### src/rtl/core/llirm_pkg.sv
package llirm_pkg;

  // Item and register widths
  localparam int SAMPLE_BITS  = 16;
  localparam int ADDR_FIELD_W = 16;
  localparam int FRAC_BITS    = 16;
  localparam int LEN_W        = 17;
  localparam int POS_W        = LEN_W + FRAC_BITS;
  localparam int RATE_W       = 20;
  localparam int MODE_W       = 2;
  localparam int CFG_AW       = 2;
  localparam int CFG_DW       = 20;
  localparam int IN_TDATA_W   = ADDR_FIELD_W + 3 * SAMPLE_BITS;
  localparam int OUT_TDATA_W  = 2 * SAMPLE_BITS;

  localparam int CLIP_DEPTH_DEF = 65536;

  // Clip gain of 0.7 in Q15
  localparam int                     GAIN_W    = 16;
  localparam int                     GAIN_FRAC = 15;
  localparam logic signed [GAIN_W-1:0] GAIN_Q15 = 16'sd22938;

  localparam logic [RATE_W-1:0] RATE_STEP_RST = 20'h10000;

  // Configuration register indexes
  localparam logic [CFG_AW-1:0] CFG_CLIP_LENGTH = 2'd0;
  localparam logic [CFG_AW-1:0] CFG_RATE_STEP   = 2'd1;
  localparam logic [CFG_AW-1:0] CFG_PLAY_ENABLE = 2'd2;

  typedef enum logic [MODE_W-1:0] {
    MODE_LOAD   = 2'd0,
    MODE_RENDER = 2'd1,
    MODE_REWIND = 2'd2
  } mode_t;

  typedef enum logic [2:0] {
    ST_IDLE,
    ST_FETCH,
    ST_MUL,
    ST_GAIN,
    ST_OUT
  } state_t;

  typedef struct packed {
    logic load;
    logic rewind;
    logic start;
    logic fetch;
    logic mul;
    logic gain;
    logic emit;
  } cmd_t;

  typedef struct packed {
    logic [MODE_W-1:0] mode;
    logic              active;
    logic              out_free;
  } sts_t;

endpackage

### src/rtl/core/llirm_ctrl.sv
module llirm_ctrl (
  input  logic              clk,
  input  logic              rst_n,
  input  logic              in_tvalid,
  output logic              in_tready,
  input  llirm_pkg::sts_t   sts,
  output llirm_pkg::cmd_t   cmd
);

  llirm_pkg::state_t state_r;
  llirm_pkg::state_t state_nxt;
  llirm_pkg::state_t after_take;
  logic              take;

  assign in_tready = (state_r == llirm_pkg::ST_IDLE) ||
                     ((state_r == llirm_pkg::ST_OUT) && sts.out_free);
  assign take      = in_tvalid && in_tready;

  // Only a render leaves idle; a dry render skips straight to the output
  always_comb begin
    after_take = llirm_pkg::ST_IDLE;
    if (sts.mode == llirm_pkg::MODE_RENDER) begin
      after_take = sts.active ? llirm_pkg::ST_FETCH : llirm_pkg::ST_OUT;
    end
  end

  always_comb begin
    state_nxt = state_r;
    unique case (state_r)
      llirm_pkg::ST_IDLE: begin
        if (take) begin
          state_nxt = after_take;
        end
      end
      llirm_pkg::ST_FETCH: state_nxt = llirm_pkg::ST_MUL;
      llirm_pkg::ST_MUL:   state_nxt = llirm_pkg::ST_GAIN;
      llirm_pkg::ST_GAIN:  state_nxt = llirm_pkg::ST_OUT;
      llirm_pkg::ST_OUT: begin
        if (sts.out_free) begin
          state_nxt = take ? after_take : llirm_pkg::ST_IDLE;
        end
      end
      default: state_nxt = llirm_pkg::ST_IDLE;
    endcase
  end

  always_comb begin
    cmd        = '0;
    cmd.load   = take && (sts.mode == llirm_pkg::MODE_LOAD);
    cmd.rewind = take && (sts.mode == llirm_pkg::MODE_REWIND);
    cmd.start  = take && (sts.mode == llirm_pkg::MODE_RENDER);
    unique case (state_r)
      llirm_pkg::ST_IDLE:  ;
      llirm_pkg::ST_FETCH: cmd.fetch = 1'b1;
      llirm_pkg::ST_MUL:   cmd.mul   = 1'b1;
      llirm_pkg::ST_GAIN:  cmd.gain  = 1'b1;
      llirm_pkg::ST_OUT:   cmd.emit  = sts.out_free;
      default: ;
    endcase
  end

  always_ff @(posedge clk) begin
    if (!rst_n) begin
      state_r <= llirm_pkg::ST_IDLE;
    end else begin
      state_r <= state_nxt;
    end
  end

endmodule

### config.mk
export PLATFORM = sky130hd
export DESIGN_NAME = llirm_ctrl
export DESIGN_NICKNAME = d
export VERILOG_FILES = /design/src/rtl/core/llirm_pkg.sv /design/src/rtl/core/llirm_ctrl.sv
export SDC_FILE = /design/constraint.sdc
export NUM_CORES = 1
export LEC_CHECK = 0
export ABC_AREA = 1
export BUFFER_PORTS_ARGS = -buffer_cell sky130_fd_sc_hd__buf_2
export CORE_AREA = 2 2 39 41
export CTS_BUF_LIST = sky130_fd_sc_hd__clkbuf_16
export CTS_CLUSTER_SIZE = 20
export DETAILED_ROUTE_END_ITERATION = 8
export DIE_AREA = 0 0 41 43
export GPL_TIMING_DRIVEN = 0
export PLACE_DENSITY = 0.51
export SLEW_MARGIN = 15
export SYNTH_ARGS = -nofsm -noshare
export SYNTH_HDL_FRONTEND = slang
export SYNTH_SLANG_ARGS = --single-unit
### constraint.sdc
create_clock -name clk -period 1.2 [get_ports clk]
set_input_delay 0 -clock clk [delete_from_list [all_inputs] [get_ports clk]]
set_output_delay 0 -clock clk [all_outputs]
set_load 0.02 [all_outputs]
==> results.json <==
{
  "cts.sink_count": 3,
  "synth_area_per_cell_sq_um": 5.807,
  "leakage_nw": 0.2662,
  "hold_viol": 0,
  "status": "completed",
  "ys_warn_count": 0,
  "final_area_sq_um": 486.7,
  "io_pins": 15,
  "cts_buffers": 3,
  "crit_path_start_kind": "flip-flop",
  "worstMarginPinSlew_ns": 0.2123,
  "wl_per_cell_microns": 8.429,
  "grt_max_degree": 6,
  "coreArea_sq_um": 1384,
  "required_ns": 1.20,
  "dieArea_sq_um": 1763,
  "tritoncts": "done",
  "routabilityCongestion": 0.6890,
  "vias": 310,
  "wl_microns": 649,
  "arrival_ns": 1.16,
  "drcViolationCount": 0,
  "fin_skew_ns": 0.0001434,
  "power_density_nw_per_um2": 1494,
  "top_register": "state_r",
  "yosysSeqAreaShare_pct": 26.52,
  "critical_path.max_fanout": 5,
  "final-max-slew-violation-count": 0,
  "grt_pass1_vias": 270,
  "criticalPathCategory": "reg2out",
  "fp.dieW_microns": 41,
  "via_per_inst": 4.026,
  "rsz0062_at_grt": "yes",
  "irDropWorstVdd_mv": 1.221,
  "grt_pass1_wl_microns": 972,
  "ys_types": 13,
  "grt_usage_pct": 8.317,
  "clk_latency_ns": 0.22,
  "synth_nets": 46,
  "syn_to_final_growth_pct": 114.9,
  "overflow": 0,
  "synth-seq-cells": 3,
  "grt_antenna_before_repair": 0,
  "cts_buffer_depth": 2,
  "nNetsFinal": 69,
  "synthCells": 39,
  "port_buffers": 14,
  "setup_viol": 0,
  "detail-route-antenna-nets": 0,
  "reg_top3": "state_r: 3 flops",
  "layout-drive-gt1-share_pct": 55.74,
  "antenna_cells": 0,
  "htree_num_levels": 1,
  "fin_crit_sh_pct": 96.44,
  "placed_area_sq_um": 316.6,
  "min_period_ns": 1.157,
  "die_h_microns": 43,
  "slew_headroom_pct": 85.72,
  "fmax_ghz": 0.8641,
  "crit_path_end_kind": "output pin",
  "hp-class": "in2reg",
  "hpwl_microns": 470.4,
  "placement_rows": 14,
  "largest_reg_flops": 3,
  "start_util_pct": 16.37,
  "drt_first_pass_iters": 1,
  "drtIter0Drc": 0,
  "root_buffer": "clkbuf_16",
  "netlist_area_sq_um": 226.5,
  "whs_ns": 0.0004454,
  "maxCapViolations": 0,
  "finalPower_mw": 0.7272,
  "path_clk_slew_ns": 0.03
}
## power by group
group | internal, mW | switching (mW)
logic | 0.0471 | 0.0588
clock network | 0.429 | 0.0861
registers | 0.101 | 0.00477
total | 0.577 | 0.150
## area by class of cell
cell class                      instances  area (sq um)
Fill cell                             163         897.1
Timing Repair Buffer                   18         115.1
Clock buffer                            3         75.07
Multi-Input combinational cell         27         170.2
Clock inverter                          1         3.754
Tap cell                               16         20.02
Inverter                                9         33.78
Sequential cell                         3         68.82
## synthesized netlist by cell type
cell type | count | area share [%]
nand2_1 | 8 | 13
nor2_1 | 5 | 8.3
nor2_2 | 1 | 2.8
o21ai_1 | 3 | 6.6
nor3_1 | 2 | 4.4
o21a_1 | 1 | 3.3
dfxtp_1 | 3 | 27
nor4_1 | 1 | 2.8
nor3_2 | 1 | 4.4
nand3_1 | 4 | 8.8
inv_1 | 7 | 12
a21oi_2 | 1 | 3.9
inv_2 | 2 | 3.3
## cells in the final DEF, fill, tap and decap left out, drive strengths merged
cell and instances:
clkbuf 3, nor4 1, nor2 6, nor3 3, inv 10, nand3 4
o21a 1, o21ai 3, a21oi 1, buf 18, dfxtp 3, nand2 8
## worst paths after layout
path                                  from          to  slack [ns]  cells past startpoint
worst max-delay path            state_r[1]      cmd[6]        0.04                      6
worst min-delay path                 rst_n  state_r[1]      0.0004                      2
worst max register to register  state_r[1]  state_r[2]        0.10                      8
worst min register to register  state_r[0]  state_r[1]        0.63                      2
## worst max-delay path: stages (launching register included)
cell and delay (ns):
dfxtp_4 0.35, nor2_4 0.11, o21ai_2 0.06, inv_2 0.09, nand2_4 0.07, nor3_2 0.10, buf_4 0.16
## stage by stage
stage | TNS [ns] | cells | setup WS (ns) | utilization, %
detailed placement | 0 | 69 | 0.1664 | 22.88
CTS | 0 | 77 | 0.006345 | 32.28
global route | -0.04905 | 77 | -0.02587 | 35.17
floorplan | -0.03906 | 39 | -0.01953 | -
global placement | 0 | 69 | 0.1644 | 22.88
finish | 0 | 77 | 0.04275 | 35.17
## layer usage
metal	up-vias	global-route usage [%]	share of wire, %
li1	169	-	-
met2	14	11.56	42
met5	-	0	0
met3	2	2.094	9.6
met1	125	9.585	45
met4	0	8.000	2.9
## timing repair
item                       4_1_cts  5_1_grt
hold buffers                     0        0
pin swaps                        2        4
buffers inserted                 4        1
setup endpoints to repair        3        4
gates resized for setup          8       10
## cells by family (layout without fill, tap and decap cells)
group                  count (synthesis)  after routing  synth area share, %
AND/OR/NAND/NOR                       22             22                44.76
flip-flops                             3              3                26.52
buffers and inverters                  9             31                14.92
AO/OA/AOI/OAI                          5              5                13.81
Note: power is estimated with default switching activity, not from simulation.
